File: src/hw/rtl/rpn_pkg.sv
// Shared types, codes and constants for the RPN stack calculator.
package rpn_pkg;

  localparam int DATA_W = 32;
  localparam int FRAC_W = 16;
  localparam int CMD_W = 3;
  localparam int STATUS_W = 3;
  localparam int DEPTH_W = 7;
  localparam int DEFAULT_STACK_DEPTH = 64;

  localparam logic [DATA_W-1:0] Q_MAX = {1'b0, {(DATA_W-1){1'b1}}};
  localparam logic [DATA_W-1:0] Q_MIN = {1'b1, {(DATA_W-1){1'b0}}};

  localparam logic [CMD_W-1:0] CMD_PUSH = 3'd0;
  localparam logic [CMD_W-1:0] CMD_ADD = 3'd1;
  localparam logic [CMD_W-1:0] CMD_SUB = 3'd2;
  localparam logic [CMD_W-1:0] CMD_MUL = 3'd3;
  localparam logic [CMD_W-1:0] CMD_DIV = 3'd4;

  localparam logic [STATUS_W-1:0] ST_OK = 3'd0;
  localparam logic [STATUS_W-1:0] ST_UNDER = 3'd1;
  localparam logic [STATUS_W-1:0] ST_OVER = 3'd2;
  localparam logic [STATUS_W-1:0] ST_DIVZ = 3'd3;
  localparam logic [STATUS_W-1:0] ST_INVALID = 3'd4;

  typedef enum logic [1:0] {
    SEL_ADD,
    SEL_SUB,
    SEL_MUL,
    SEL_DIV
  } op_sel_t;

  // controller -> datapath
  typedef struct packed {
    logic    push;    // write operand on top, count up
    logic    rd;      // read entry below top
    logic    mul_ld;  // register product
    logic    div_go;  // launch divider
    logic    wr;      // write result over a, count down
    op_sel_t sel;
  } dp_cmd_t;

  // datapath -> controller
  typedef struct packed {
    logic full;
    logic lt2;
    logic b_zero;
    logic div_done;
  } dp_stat_t;

endpackage

File: src/hw/rtl/rpn_ctrl.sv
// Controller: decodes each command, sequences the datapath, issues the result strobe.
module rpn_ctrl
  import rpn_pkg::*;
(
  input  logic                clk,
  input  logic                rst,
  input  logic                start,
  input  logic [CMD_W-1:0]    command,
  input  dp_stat_t            stat,
  output dp_cmd_t             cmd,
  output logic                busy,
  output logic                done,
  output logic [STATUS_W-1:0] status
);

  typedef enum logic [2:0] {
    S_IDLE,
    S_OPER,
    S_MULW,
    S_DIVW,
    S_RESP
  } state_t;

  state_t              state;
  state_t              state_next;
  op_sel_t             sel;
  op_sel_t             sel_next;
  logic [STATUS_W-1:0] status_next;

  op_sel_t dec_sel;
  logic    dec_op;

  always_comb begin
    dec_op  = 1'b1;
    dec_sel = SEL_ADD;
    case (command)
      CMD_ADD: dec_sel = SEL_ADD;
      CMD_SUB: dec_sel = SEL_SUB;
      CMD_MUL: dec_sel = SEL_MUL;
      CMD_DIV: dec_sel = SEL_DIV;
      default: dec_op = 1'b0;
    endcase
  end

  always_comb begin
    state_next  = state;
    sel_next    = sel;
    status_next = status;
    cmd         = '0;
    cmd.sel     = sel;
    case (state)
      S_IDLE: begin
        if (start) begin
          state_next = S_RESP;
          if (command == CMD_PUSH) begin
            if (stat.full) begin
              status_next = ST_OVER;
            end else begin
              status_next = ST_OK;
              cmd.push    = 1'b1;
            end
          end else if (dec_op) begin
            if (stat.lt2) begin
              status_next = ST_UNDER;
            end else begin
              status_next = ST_OK;
              sel_next    = dec_sel;
              cmd.rd      = 1'b1;
              state_next  = S_OPER;
            end
          end else begin
            status_next = ST_INVALID;
          end
        end
      end
      S_OPER: begin
        case (sel)
          SEL_MUL: begin
            cmd.mul_ld = 1'b1;
            state_next = S_MULW;
          end
          SEL_DIV: begin
            if (stat.b_zero) begin
              status_next = ST_DIVZ;
              state_next  = S_RESP;
            end else begin
              cmd.div_go = 1'b1;
              state_next = S_DIVW;
            end
          end
          default: begin
            cmd.wr     = 1'b1;
            state_next = S_RESP;
          end
        endcase
      end
      S_MULW: begin
        cmd.wr     = 1'b1;
        state_next = S_RESP;
      end
      S_DIVW: begin
        if (stat.div_done) begin
          cmd.wr     = 1'b1;
          state_next = S_RESP;
        end
      end
      S_RESP: state_next = S_IDLE;
      default: state_next = S_IDLE;
    endcase
  end

  always_ff @(posedge clk) begin
    if (rst) begin
      state  <= S_IDLE;
      sel    <= SEL_ADD;
      status <= ST_OK;
      done   <= 1'b0;
    end else begin
      state  <= state_next;
      sel    <= sel_next;
      status <= status_next;
      done   <= state_next == S_RESP;
    end
  end

  assign busy = state != S_IDLE;

endmodule

File: config.mk
export PLATFORM = sky130hd
export DESIGN_NAME = rpn_ctrl
export DESIGN_NICKNAME = d
export VERILOG_FILES = /design/src/hw/rtl/rpn_pkg.sv /design/src/hw/rtl/rpn_ctrl.sv
export SDC_FILE = /design/constraint.sdc
export NUM_CORES = 1
export LEC_CHECK = 0
export BUFFER_PORTS_ARGS = -buffer_cell sky130_fd_sc_hd__buf_2
export CAP_MARGIN = 20
export CORE_AREA = 2 2 39 41
export DETAILED_ROUTE_END_ITERATION = 7
export DIE_AREA = 0 0 41 43
export HOLD_SLACK_MARGIN = 0.08
export PLACE_DENSITY = 0.79
export SYNTH_ARGS = -nofsm -noshare
export SYNTH_HDL_FRONTEND = slang
export SYNTH_SLANG_ARGS = --single-unit
File: constraint.sdc
create_clock -name clk -period 2.8 [get_ports clk]
set_clock_uncertainty 0.2 [all_clocks]
set_input_delay 0 -clock clk [delete_from_list [all_inputs] [get_ports clk]]
set_output_delay 0 -clock clk [all_outputs]
set_load 0.005 [all_outputs]
# == Yosys cells after proc, flatten, opt, wreduce, memory -nomap -nowiden ==
# Index checks and enable logic that the tools add are counted.
# totals
ff_bits,9
in_bits,10
out_inout_bits,12
# classes
eq_ne,13
n_mux,32
n_bitwise,2
n_reduce_logical,8
# op_table
op,n
2-to-1 mux 3 bit,11
== test 3 x 2 -> 1 bit (second input constant),4
2-to-1 mux 1 bit,12
one-hot mux 3 bit (2 select lines),2
one-hot mux 3 bit (4 select lines),1
2-to-1 mux 2 bit,4
== test 3 x 1 -> 1 bit (second input constant),2
== test 3 bit (second input constant),2
logical NOT 3 bit,2
one-hot mux 2 bit (3 select lines),1
AND reduction 5 bit,1
== test 2 bit (second input constant),2
inequality test 2 bit (second input constant),2
AND reduction 4 bit,1
OR reduction 4 bit,1
one-hot mux 1 bit (3 select lines),1
nonzero test 3 bit,1
inequality test 2 x 1 -> 1 bit (second input constant),1
inverter 1 bit,2
nonzero test 2 bit,1
OR reduction 2 bit,1

# == Logic depth before layout (Yosys ltp) ==
# Gate-level depths: netlist of run 1.
# logic_depth
ltp_word,8
mapped_depth,5

# == Worst setup path before layout of run 1 ==
# OpenSTA, ideal clock, no wires.
# synth_timing
kind,flip-flop to flip-flop
from,register state[2]
to,register sel[1]
t_arrival_ns,1.587
t_required_ns,2.521
path_slack_ns,0.935
stages_incl_launch_ff,6
path_buffers,2
cell_sequence,dfxtp_1 > buf_6 > or4b_1 > buf_2 > or4_1 > o211ai_1
# synth_between
elab_chain_cells,2
# synth_rtl
item,line_no,text
from (decl),rpn_ctrl.sv:24,state_t state;
from (signal assigned),rpn_ctrl.sv:119,state <= state_next;
logical NOT 3 bit,rpn_ctrl.sv:51,case (state)
AND reduction 5 bit (no source line),-,
to (signal assigned),rpn_ctrl.sv:120,sel <= sel_next;
to (decl),rpn_ctrl.sv:26,op_sel_t sel;
# No other way between the ends.
# A chain may end at the register's enable or synchronous reset.

# == Worst setup path after layout of run 1 ==
# layout_timing
from,register state[1]
to,register status[1]
# layout_between
elab_chain_cells,3
word_cells_on_any_way,8
cone_classes,eq/ne (4); mux (1); reduce/logical (3)
# layout_rtl
item,line_no,text
== test 3 x 1 -> 1 bit or logical NOT 3 bit (tied branches),rpn_ctrl.sv:51,
inequality test 2 x 1 -> 1 bit (no source line) (tied with other cells),-,
AND reduction 4 bit (no source line),-,
to (signal assigned),rpn_ctrl.sv:121,status <= status_next;
to (decl),rpn_ctrl.sv:13,output logic [STATUS_W-1:0] status
# Several ways; a longest one is shown, not always the timed one.

==> results of run 1 <==
## layer usage
layer,GRT usage (%),share of wire [%],vias to the layer above
met3,7.85,5.5,2
met1,18.4,42,302
li1,-,-,323
met5,0,0,-
met4,4.00,1.6,0
met2,28.4,51,25
## area by class of cell
class	count	area, sq um
well taps	16	20.0
fillers	123	574
clock buffers	4	26.3
flip-flops and latches	9	180
multi-input cells	48	323
inverters	4	15.0
repair buffers	35	245
## cells by family (layout without fill, tap and decap cells)
logic type                Yosys count  count (layout)
buffers and inverters               7              43
xor gates and xnor gates            1               1
AOI/OAI and AO/OA                  19              19
and+or+nand+nor                    28              28
DFF                                 9               9
## tightest hold or removal path, cell delays in order
cell    delay [ps]
buf_2          100
or4b_1         300
a41o_1         200
## power by group through the flow
| stage | Clock (W) | Combinational (W) | Sequential (W) |
|---|---|---|---|
| after detailed placement | 0 | 0.0000529 | 0.000145 |
| after CTS | 0.000102 | 0.0000681 | 0.000143 |
| after global routing | 0.000112 | 0.0000762 | 0.000144 |
| final | 0.0000984 | 0.0000690 | 0.000143 |
| after floorplan | 0 | 0.0000348 | 0.000143 |
| after global placement | 0 | 0.0000528 | 0.000145 |
## flip-flops by register name, summed over array words and instances, names as in the netlist
signal / cells
done: 1
state: 3
sel: 2
status: 3
## placed cells by master (no fill, tap or decap), types with 2 or more instances in the layout
| cell | netlist | routed |
|---|---|---|
| or3_1 | 3 | 3 |
| nor3_1 | 3 | 3 |
| nor3b_1 | 2 | 2 |
| a211oi_1 | 3 | 3 |
| clkbuf_4 | 0 | 3 |
| inv_1 | 4 | 4 |
| o21ai_0 | 3 | 3 |
| nand2b_1 | 2 | 2 |
| dfxtp_1 | 9 | 9 |
| a311oi_1 | 2 | 2 |
| buf_2 | 1 | 21 |
| nand2_1 | 4 | 4 |
| dlygate4sd3_1 | 0 | 14 |
| nor2_1 | 4 | 4 |
| o211ai_1 | 2 | 2 |
| a31oi_1 | 3 | 3 |
## per-stage QoR
| stage | utilization [%] | setup slack [ps] | instances | hold WS, ps | power (W) |
|---|---|---|---|---|---|
| 2_1_floorplan | - | 935 | 64 | -164 | 0.000178 |
| 4_1_cts | 58.5 | 123 | 116 | 155 | 0.000313 |
| 5_1_grt | 58.5 | 76.0 | 116 | 185 | 0.000332 |
| 3_5_place_dp | 46.5 | 859 | 98 | 48.7 | 0.000198 |
| 6_report | 58.5 | 130 | 116 | 170 | 0.000310 |
| 3_3_place_gp | 46.5 | 906 | 98 | 51.8 | 0.000198 |
## worst max path at each step
| stage | start | endpoint | slack, ps |
|---|---|---|---|
| final | state[1]$_SDFF_PP0_ | status[1]$_SDFFE_PP0P_ | 130 |
| after global routing | state[2]$_SDFF_PP0_ | status[1]$_SDFFE_PP0P_ | 80 |
| after CTS | state[1]$_SDFF_PP0_ | status[1]$_SDFFE_PP0P_ | 120 |
| after detailed placement | state[1]$_SDFF_PP0_ | sel[1]$_SDFFE_PP0P_ | 860 |
| after global placement | state[1]$_SDFF_PP0_ | sel[1]$_SDFFE_PP0P_ | 910 |
| after floorplan | state[2]$_SDFF_PP0_ | sel[1]$_SDFFE_PP0P_ | 930 |
==> impl_metrics.env, run 1 <==
export IMPL_synth_top_family_by_area="simple AND/OR/NAND/NOR gates"
export IMPL_drtAntennaViolNets=0
export IMPL_clk_path_buf_depth=2
export IMPL_syn_area_per_cell_sq_um=8.41
export IMPL_ys_seq_elements=9
export IMPL_htree_levels=1
export IMPL_max_slew_margin_rel_pct=60.0
export IMPL_p_clk_share_pct=31.7
export IMPL_synth_mux_area_share_pct=0
export IMPL_slowest_stage="or4b_1"
export IMPL_grt_max_degree=11
export IMPL_yosys_top_cells_count="dfxtp_1, inv_1, nand2_1, nor2_1"
export IMPL_setup_viol=0
export IMPL_cp_end_kind="register"
export IMPL_coreArea_sq_um=1380
export IMPL_p_comb_share_pct=22.2
export IMPL_p_sw_share_pct=26.4
export IMPL_ir_drop_v=0.000244
export IMPL_power_density_nw_per_um2=383
export IMPL_grt_ovfl_total=0
export IMPL_r2r_setup_slack_ps=130
export IMPL_cp_depth=5
export IMPL_cts_buffers_inserted=3
export IMPL_rows=14
export IMPL_drc_errors=0
export IMPL_power_switching_w=0.0000819
export IMPL_synth_cells=64
export IMPL_design_area_sq_um=810
export IMPL_ys_flop_type="dfxtp_1"
export IMPL_final_max_slew_viol_count=0
export IMPL_critPathMaxStageDelay_ps=680
export IMPL_die_y_um=43
export IMPL_yosysWarnings=0
export IMPL_synth_adder_area_share_pct=0
export IMPL_die_area_sq_um=1760
export IMPL_clkLatencyLatePin_ps=260
export IMPL_drt_total_wl_um=1400
export IMPL_antennaDiodeCount=0
export IMPL_status="complete, no violations"
export IMPL_nets=111
export IMPL_holdPathEnd="status[2]$_SDFFE_PP0P_"
export IMPL_fin_crit_ps=2670
export IMPL_syn_nets=74
export IMPL_async_flop_share_pct=0
export IMPL_post_dp_cell_area_sq_um=643
export IMPL_first_pass_iters=4
export IMPL_p_leak_nw=0.369
export IMPL_synth_xor_area_share_pct=1.63
export IMPL_yosysTopAreaCellShare_pct=33.5
export IMPL_netlist_area_sq_um=538
export IMPL_maxCapViolations=0
export IMPL_worstPathMaxFanout=8
export IMPL_wire_per_inst_um=12.0
export IMPL_clock_fmax_mhz=375
export IMPL_drt_iter0_markers=14
export IMPL_min_delay_start="start"
export IMPL_start_util_pct=38.9
export IMPL_gp_congestion=0.889
export IMPL_synth_edf_count=0
export IMPL_dp_hpwl_um=958
export IMPL_grt_pass1_vias=509
export IMPL_min_path_cells=3
export IMPL_pwr_share_seq_pct=46.0
export IMPL_io_buffers=21
export IMPL_root_buffer="clkbuf_4"
export IMPL_antenna_found_initial=0
export IMPL_synth_top_area_cell="dfxtp_1"
export IMPL_yosysMostFrequentCell="dfxtp_1"
export IMPL_cts_hold_buf=14
export IMPL_clock_sinks=9
export IMPL_p_int_w=0.000228
export IMPL_r2r_end="status[1]$_SDFFE_PP0P_"
export IMPL_worstSetupStartpointType="register"
export IMPL_critical_path_top_delay_family="buffers and inverters"
export IMPL_grt_pass1_wl_um=2050
export IMPL_drive_gt1_share_pct=27.0
export IMPL_arrival_ps=2620
export IMPL_worstPathRequired_ps=2750
export IMPL_postCtsSetupBuffers=0
export IMPL_hold_viol_final=0
export IMPL_rr_startpoint="state[1]$_SDFF_PP0_"
export IMPL_dr_total_vias=652
export IMPL_grt_use_total_pct=17.0
export IMPL_final_period_utilization_pct=95.4
export IMPL_tns_ps=0
export IMPL_synthTopCellsByArea="dfxtp_1, a211oi_1, a31oi_1"
export IMPL_crit_top_cell="dlygate4sd3_1"
export IMPL_synth_compound_area_share_pct=25.6
export IMPL_synth_simple_gate_area_share_pct=32.8
export IMPL_cts_tree="done"
export IMPL_yosys_cell_types_count=33
export IMPL_area_delta_synth_final_pct=50.5
export IMPL_hold_class="in -> reg"
export IMPL_rsz0062_at_grt="no"
export IMPL_die_w_um=41
export IMPL_path_cells="or4b_1 > a21oi_1 > dlygate4sd3_1 > a211oi_1 > dlygate4sd3_1"
export IMPL_cts_resized=0
export IMPL_seq_area_frac_synth_pct=33.5
export IMPL_via_per_inst=5.62
export IMPL_crit_buf_inv=2
export IMPL_path_clk_slew_ps=60
export IMPL_io_pins=22
export IMPL_path_class="reg -> reg"
export IMPL_worst_pin_slew_ps=598
export IMPL_r2r_cells=5
Note: power is estimated with default switching activity, not from simulation.
==> run 2: changes to the inputs <==
--- a/config.mk
+++ b/config.mk
@@ -11,7 +11,7 @@
 export DETAILED_ROUTE_END_ITERATION = 7
 export DIE_AREA = 0 0 41 43
 export HOLD_SLACK_MARGIN = 0.08
-export PLACE_DENSITY = 0.79
+export PLACE_DENSITY = 0.74
 export SYNTH_ARGS = -nofsm -noshare
 export SYNTH_HDL_FRONTEND = slang
 export SYNTH_SLANG_ARGS = --single-unit
==> run 2 against run 1 <==
  * Maximum frequency increased by 8.4%
  * Register-to-register slack improved by 260 ps
  * Critical path depth rose by 2
  * Final area is 1.2% lower
  * Sequential power is essentially flat
  * Setup slack better by 210 ps
  * Wire length up 2.6%
  * Power is 0.65% higher
  * Critical path type is now in -> reg
  * Largest cell class unchanged
==> impl_metrics.env, run 2 (synthesis gave the netlist of run 1 again) <==
export IMPL_status="complete, no violations"
export IMPL_crit_buf_inv=4
export IMPL_cts_resized=0
export IMPL_die_w_um=41
export IMPL_design_area_sq_um=800
export IMPL_slowest_stage="dlygate4sd3_1"
export IMPL_nets=110
export IMPL_grt_max_degree=11
export IMPL_path_clk_slew_ps=70
export IMPL_worst_pin_slew_ps=557
export IMPL_final_cell_mix="buf_2, dlygate4sd3_1, dfxtp_1"
export IMPL_coreArea_sq_um=1380
export IMPL_maxCapViolations=0
export IMPL_power_density_nw_per_um2=390
export IMPL_clock_fmax_mhz=406
export IMPL_io_buffers=21
export IMPL_antennaDiodeCount=0
export IMPL_dr_total_vias=622
export IMPL_clkLatencyLatePin_ps=260
export IMPL_rsz0062_at_grt="no"
export IMPL_ir_drop_v=0.000348
export IMPL_setup_viol=0
export IMPL_die_y_um=43
export IMPL_critical_path_top_delay_family="buffers and inverters"
export IMPL_cts_hold_buf=13
export IMPL_grt_pass1_wl_um=2050
export IMPL_grt_ovfl_total=0
export IMPL_cp_end_kind="register"
export IMPL_io_pins=22
export IMPL_first_pass_iters=4
export IMPL_max_slew_margin_rel_pct=62.8
export IMPL_gp_congestion=0.765
export IMPL_clk_path_buf_depth=2
export IMPL_tns_ps=0
export IMPL_via_per_inst=5.41
export IMPL_cts_tree="done"
export IMPL_grt_use_total_pct=17.5
export IMPL_p_leak_nw=0.356
export IMPL_worstPathRequired_ps=2790
export IMPL_final_period_utilization_pct=88.0
export IMPL_start_util_pct=38.9
export IMPL_clock_sinks=9
export IMPL_hold_class="in -> reg"
export IMPL_area_delta_synth_final_pct=48.6
export IMPL_crit_top_cell="dlygate4sd3_1"
export IMPL_drive_gt1_share_pct=27.3
export IMPL_fillers=126
export IMPL_cts_buffers_inserted=3
export IMPL_path_cells="dlygate4sd3_1 > buf_2 > o21ai_0 > dlygate4sd3_1 > nand3_1 > a221oi_1 > dlygate4sd3_1"
export IMPL_layout_commonest_cell="buf_2"
export IMPL_rows=14
export IMPL_drc_errors=0
export IMPL_dp_hpwl_um=972
export IMPL_arrival_ps=2460
export IMPL_drtAntennaViolNets=0
export IMPL_wire_per_inst_um=12.5
export IMPL_hold_viol_final=0
export IMPL_fin_crit_ps=2460
export IMPL_drt_iter0_markers=18
export IMPL_drt_total_wl_um=1430
export IMPL_biggestRegsByFlops="state (3), status (3), sel (2)"
export IMPL_path_class="in -> reg"
export IMPL_final_max_slew_viol_count=0
export IMPL_die_area_sq_um=1760
export IMPL_worstPathMaxFanout=6
export IMPL_postCtsSetupBuffers=0
export IMPL_antenna_found_initial=0
export IMPL_root_buffer="clkbuf_4"
export IMPL_critPathMaxStageDelay_ps=590
export IMPL_post_dp_cell_area_sq_um=643
export IMPL_htree_levels=1
export IMPL_grt_pass1_vias=466
export IMPL_worstSetupStartpointType="input port"
-- run 2: cell type report --
cell class	count	area [sq um]	share of cell area (%)
Multi-Input combinational cell	48	323	40.4
Timing Repair Buffer	34	235	29.4
Sequential cell	9	180	22.5
Clock buffer	4	26.3	3.29
Tap cell	16	20.0	2.50
Inverter	4	15.0	1.88
-- run 2: worst min-delay path: stages --
cell,delay (ps)
buf_2,100
nor4b_2,190
a31oi_1,200
o211ai_1,110
-- run 2: final timing paths --
| check | startpoint | end | slack (ps) | cells after the start |
|---|---|---|---|---|
| max | command[1] | status[0]$_SDFFE_PP0P_ | 340 | 7 |
| min | start | sel[1]$_SDFFE_PP0P_ | 190 | 4 |
| max reg2reg | state[0]$_SDFF_PP0_ | status[0]$_SDFFE_PP0P_ | 390 | 4 |
| min reg2reg | status[2]$_SDFFE_PP0P_ | status[2]$_SDFFE_PP0P_ | 290 | 1 |
-- run 2: layer usage --
layer	vias to the layer above	share of wire, %	track usage (%)
met5	-	0	0
met4	0	0.70	6.00
met1	273	48	22.7
met2	24	45	25.9
met3	2	6.5	6.28
li1	323	-	-
-- run 2: power by group --
group | switching, W | total [W] | internal [W]
logic | 0.0000311 | 0.0000690 | 0.0000378
clock network | 0.0000456 | 0.000100 | 0.0000548
registers | 0.00000747 | 0.000143 | 0.000135
total | 0.0000842 | 0.000312 | 0.000228
-- run 2: stage by stage --
stage	setup slack [ps]	instances	hold slack, ps	utilization [%]	power [W]
4_1_cts	376	115	176	57.8	0.000315
2_1_floorplan	935	64	-164	-	0.000178
5_1_grt	266	115	218	57.8	0.000330
6_report	336	115	192	57.8	0.000312
3_3_place_gp	892	98	45.2	46.5	0.000198
3_5_place_dp	849	98	41.7	46.5	0.000199
==> run 3: changes to the inputs <==
--- a/config.mk
+++ b/config.mk
@@ -7,11 +7,13 @@
 export LEC_CHECK = 0
 export BUFFER_PORTS_ARGS = -buffer_cell sky130_fd_sc_hd__buf_2
 export CAP_MARGIN = 20
-export CORE_AREA = 2 2 39 41
+export CELL_PAD_IN_SITES_DETAIL_PLACEMENT = 0
+export CELL_PAD_IN_SITES_GLOBAL_PLACEMENT = 2
+export CORE_MARGIN = 2
+export CORE_UTILIZATION = 26
 export DETAILED_ROUTE_END_ITERATION = 7
-export DIE_AREA = 0 0 41 43
 export HOLD_SLACK_MARGIN = 0.08
-export PLACE_DENSITY = 0.74
+export PLACE_DENSITY = 0.83
 export SYNTH_ARGS = -nofsm -noshare
 export SYNTH_HDL_FRONTEND = slang
 export SYNTH_SLANG_ARGS = --single-unit
==> run 3 against run 2 <==
  * Clock-buffer cell count stayed put
  * Register-to-register slack worse by 50 ps
  * Sequential power hardly changed
  * Wire length is 1.2% higher
  * Largest power group unchanged
  * Non-clock buffer count is 1 higher
  * Die area is 39% higher
  * Final area is 3.0% higher
  * Utilization is 16 points lower
  * Critical endpoint unchanged
  * Critical path type unchanged
  * Power hardly changed
  * First-iteration DRC count is 28% lower
  * Via count is 2.3% higher
  * Combinational power hardly changed
==> impl_metrics.env, run 3 (synthesis gave the netlist of run 1 again) <==
export IMPL_status="complete, no violations"
export IMPL_worstSetupStartpointType="input port"
export IMPL_power_switching_w=0.0000841
export IMPL_cts_buffers_inserted=3
export IMPL_max_slew_margin_rel_pct=62.9
export IMPL_tns_ps=0
export IMPL_worstPathRequired_ps=2740
export IMPL_cp_end_kind="register"
export IMPL_drive_gt1_share_pct=27.0
export IMPL_design_area_sq_um=823
export IMPL_area_delta_synth_final_pct=53.0
export IMPL_use_met2_pct=20.3
export IMPL_worstPathMaxFanout=6
export IMPL_ir_drop_v=0.000203
export IMPL_io_pins=22
export IMPL_clock_fmax_mhz=399
export IMPL_dr_total_vias=636
export IMPL_drt_iter0_markers=13
export IMPL_multi_input_area_sq_um=323
export IMPL_hold_class="reg -> reg"
export IMPL_clkLatencyLatePin_ps=260
export IMPL_arrival_ps=2440
export IMPL_rsz0062_at_grt="no"
export IMPL_grt_pass1_wl_um=2400
export IMPL_die_y_um=49.5
export IMPL_p_sw_share_pct=26.9
export IMPL_die_area_sq_um=2450
export IMPL_hold_viol_final=0
export IMPL_p_int_w=0.000228
export IMPL_use_met1_pct=16.5
export IMPL_io_buffers=21
export IMPL_rows=16
export IMPL_slowest_stage="dlygate4sd3_1"
export IMPL_antennaDiodeCount=0
export IMPL_critPathMaxStageDelay_ps=600
export IMPL_fillers=223
export IMPL_fin_crit_ps=2500
export IMPL_grt_busiest_layer="met2"
export IMPL_pwr_share_seq_pct=45.6
export IMPL_grt_use_total_pct=12.8
export IMPL_drtAntennaViolNets=0
export IMPL_p_comb_share_pct=22.1
export IMPL_biggestRegsByFlops="state (3), status (3), sel (2)"
export IMPL_layout_commonest_cell="buf_2"
export IMPL_clk_path_buf_depth=2
export IMPL_start_util_pct=27.4
export IMPL_p_clk_share_pct=32.3
export IMPL_post_dp_cell_area_sq_um=657
export IMPL_setup_viol=0
export IMPL_r2r_setup_slack_ps=340
export IMPL_placed_cells=109
export IMPL_wire_per_inst_um=11.4
export IMPL_final_max_slew_viol_count=0
export IMPL_power_density_nw_per_um2=379
export IMPL_path_cells="dlygate4sd3_1 > buf_2 > or3_1 > nand3_1 > dlygate4sd3_1 > a221oi_1 > dlygate4sd3_1"
export IMPL_path_class="in -> reg"
export IMPL_dp_slack_ps=846
export IMPL_postCtsSetupBuffers=0
export IMPL_grt_pass1_vias=552
export IMPL_drt_total_wl_um=1450
export IMPL_setup_ws_ps=296
export IMPL_worst_pin_slew_ps=554
export IMPL_cts_tree="done"
export IMPL_gp_congestion=0.750
export IMPL_regArea_sq_um=180
export IMPL_path_clk_slew_ps=60
export IMPL_maxCapViolations=0
export IMPL_grt_max_degree=11
export IMPL_nets=111
export IMPL_dp_hpwl_um=1030
export IMPL_die_w_um=49.5
export IMPL_clock_sinks=9
export IMPL_first_pass_iters=4
export IMPL_drc_errors=0
export IMPL_final_cell_count_no_fill=127
export IMPL_grt_use_met3_pct=4.85
export IMPL_crit_top_cell="dlygate4sd3_1"
export IMPL_final_period_utilization_pct=89.4
export IMPL_htree_levels=1
export IMPL_final_cell_mix="buf_2, dlygate4sd3_1, dfxtp_1"
export IMPL_coreArea_sq_um=1960
export IMPL_antenna_found_initial=0
export IMPL_root_buffer="clkbuf_4"
export IMPL_grt_ovfl_total=0
export IMPL_p_leak_nw=0.359
export IMPL_via_per_inst=5.01
==> run 3: changes by cell type in the layout (fill, tap and decap cells not counted) <==
cell / delta
dlygate4sd3_1: +1
==> run 3: repair_timing <==
action	in CTS	in global routing
gates resized for setup	0	0
hold buffers	14	0
hold endpoints to repair	11	0
==> run 3: area by class of cell <==
type | count | area share, %
clock buffer | 4 | 3.19
inverter | 4 | 1.82
multi-input combinational | 48 | 39.2
sequential | 9 | 21.9
tap | 27 | 4.10
timing repair buffer | 35 | 29.8
==> run 3: final timing paths <==
| check | startpoint | endpoint | cells past startpoint |
|---|---|---|---|
| worst max-delay path | command[1] | status[0]$_SDFFE_PP0P_ | 7 |
| worst min-delay path | status[2]$_SDFFE_PP0P_ | status[2]$_SDFFE_PP0P_ | 1 |
| worst max register to register | state[0]$_SDFF_PP0_ | status[0]$_SDFFE_PP0P_ | 4 |
| worst min register to register | status[2]$_SDFFE_PP0P_ | status[2]$_SDFFE_PP0P_ | 1 |
==> run 3: per-stage QoR <==
stage | total power [W] | hold slack (ps) | util [%]
floorplan | 0.000178 | -164 | -
global placement | 0.000200 | 50.9 | 33.5
detailed placement | 0.000199 | 52.7 | 33.5
CTS | 0.000315 | 297 | 42.0
global route | 0.000333 | 326 | 42.0
finish | 0.000312 | 291 | 42.0
==> run 3: per-layer routing <==
| layer | vias up | part of all wire, % |
|---|---|---|
| li1 | 322 | - |
| met1 | 286 | 45 |
| met2 | 26 | 47 |
| met3 | 2 | 8.3 |
| met4 | 0 | 0.55 |
| met5 | - | 0 |
==> run 3: worst max-delay path, delay by kind of cell <==
family	cells	cell delay, ps
AO/OA/AOI/OAI	1	70
buffers and inverters	4	1830
AND/OR/NAND/NOR	2	550
==> run 3: power by group through the flow <==
stage / Sequential (W) / Clock, W / Combinational [W]
final: 0.000142 / 0.000101 / 0.0000692
after global routing: 0.000144 / 0.000112 / 0.0000772
after CTS: 0.000142 / 0.000104 / 0.0000690
after detailed placement: 0.000145 / 0 / 0.0000541
after global placement: 0.000145 / 0 / 0.0000546
after floorplan: 0.000143 / 0 / 0.0000348
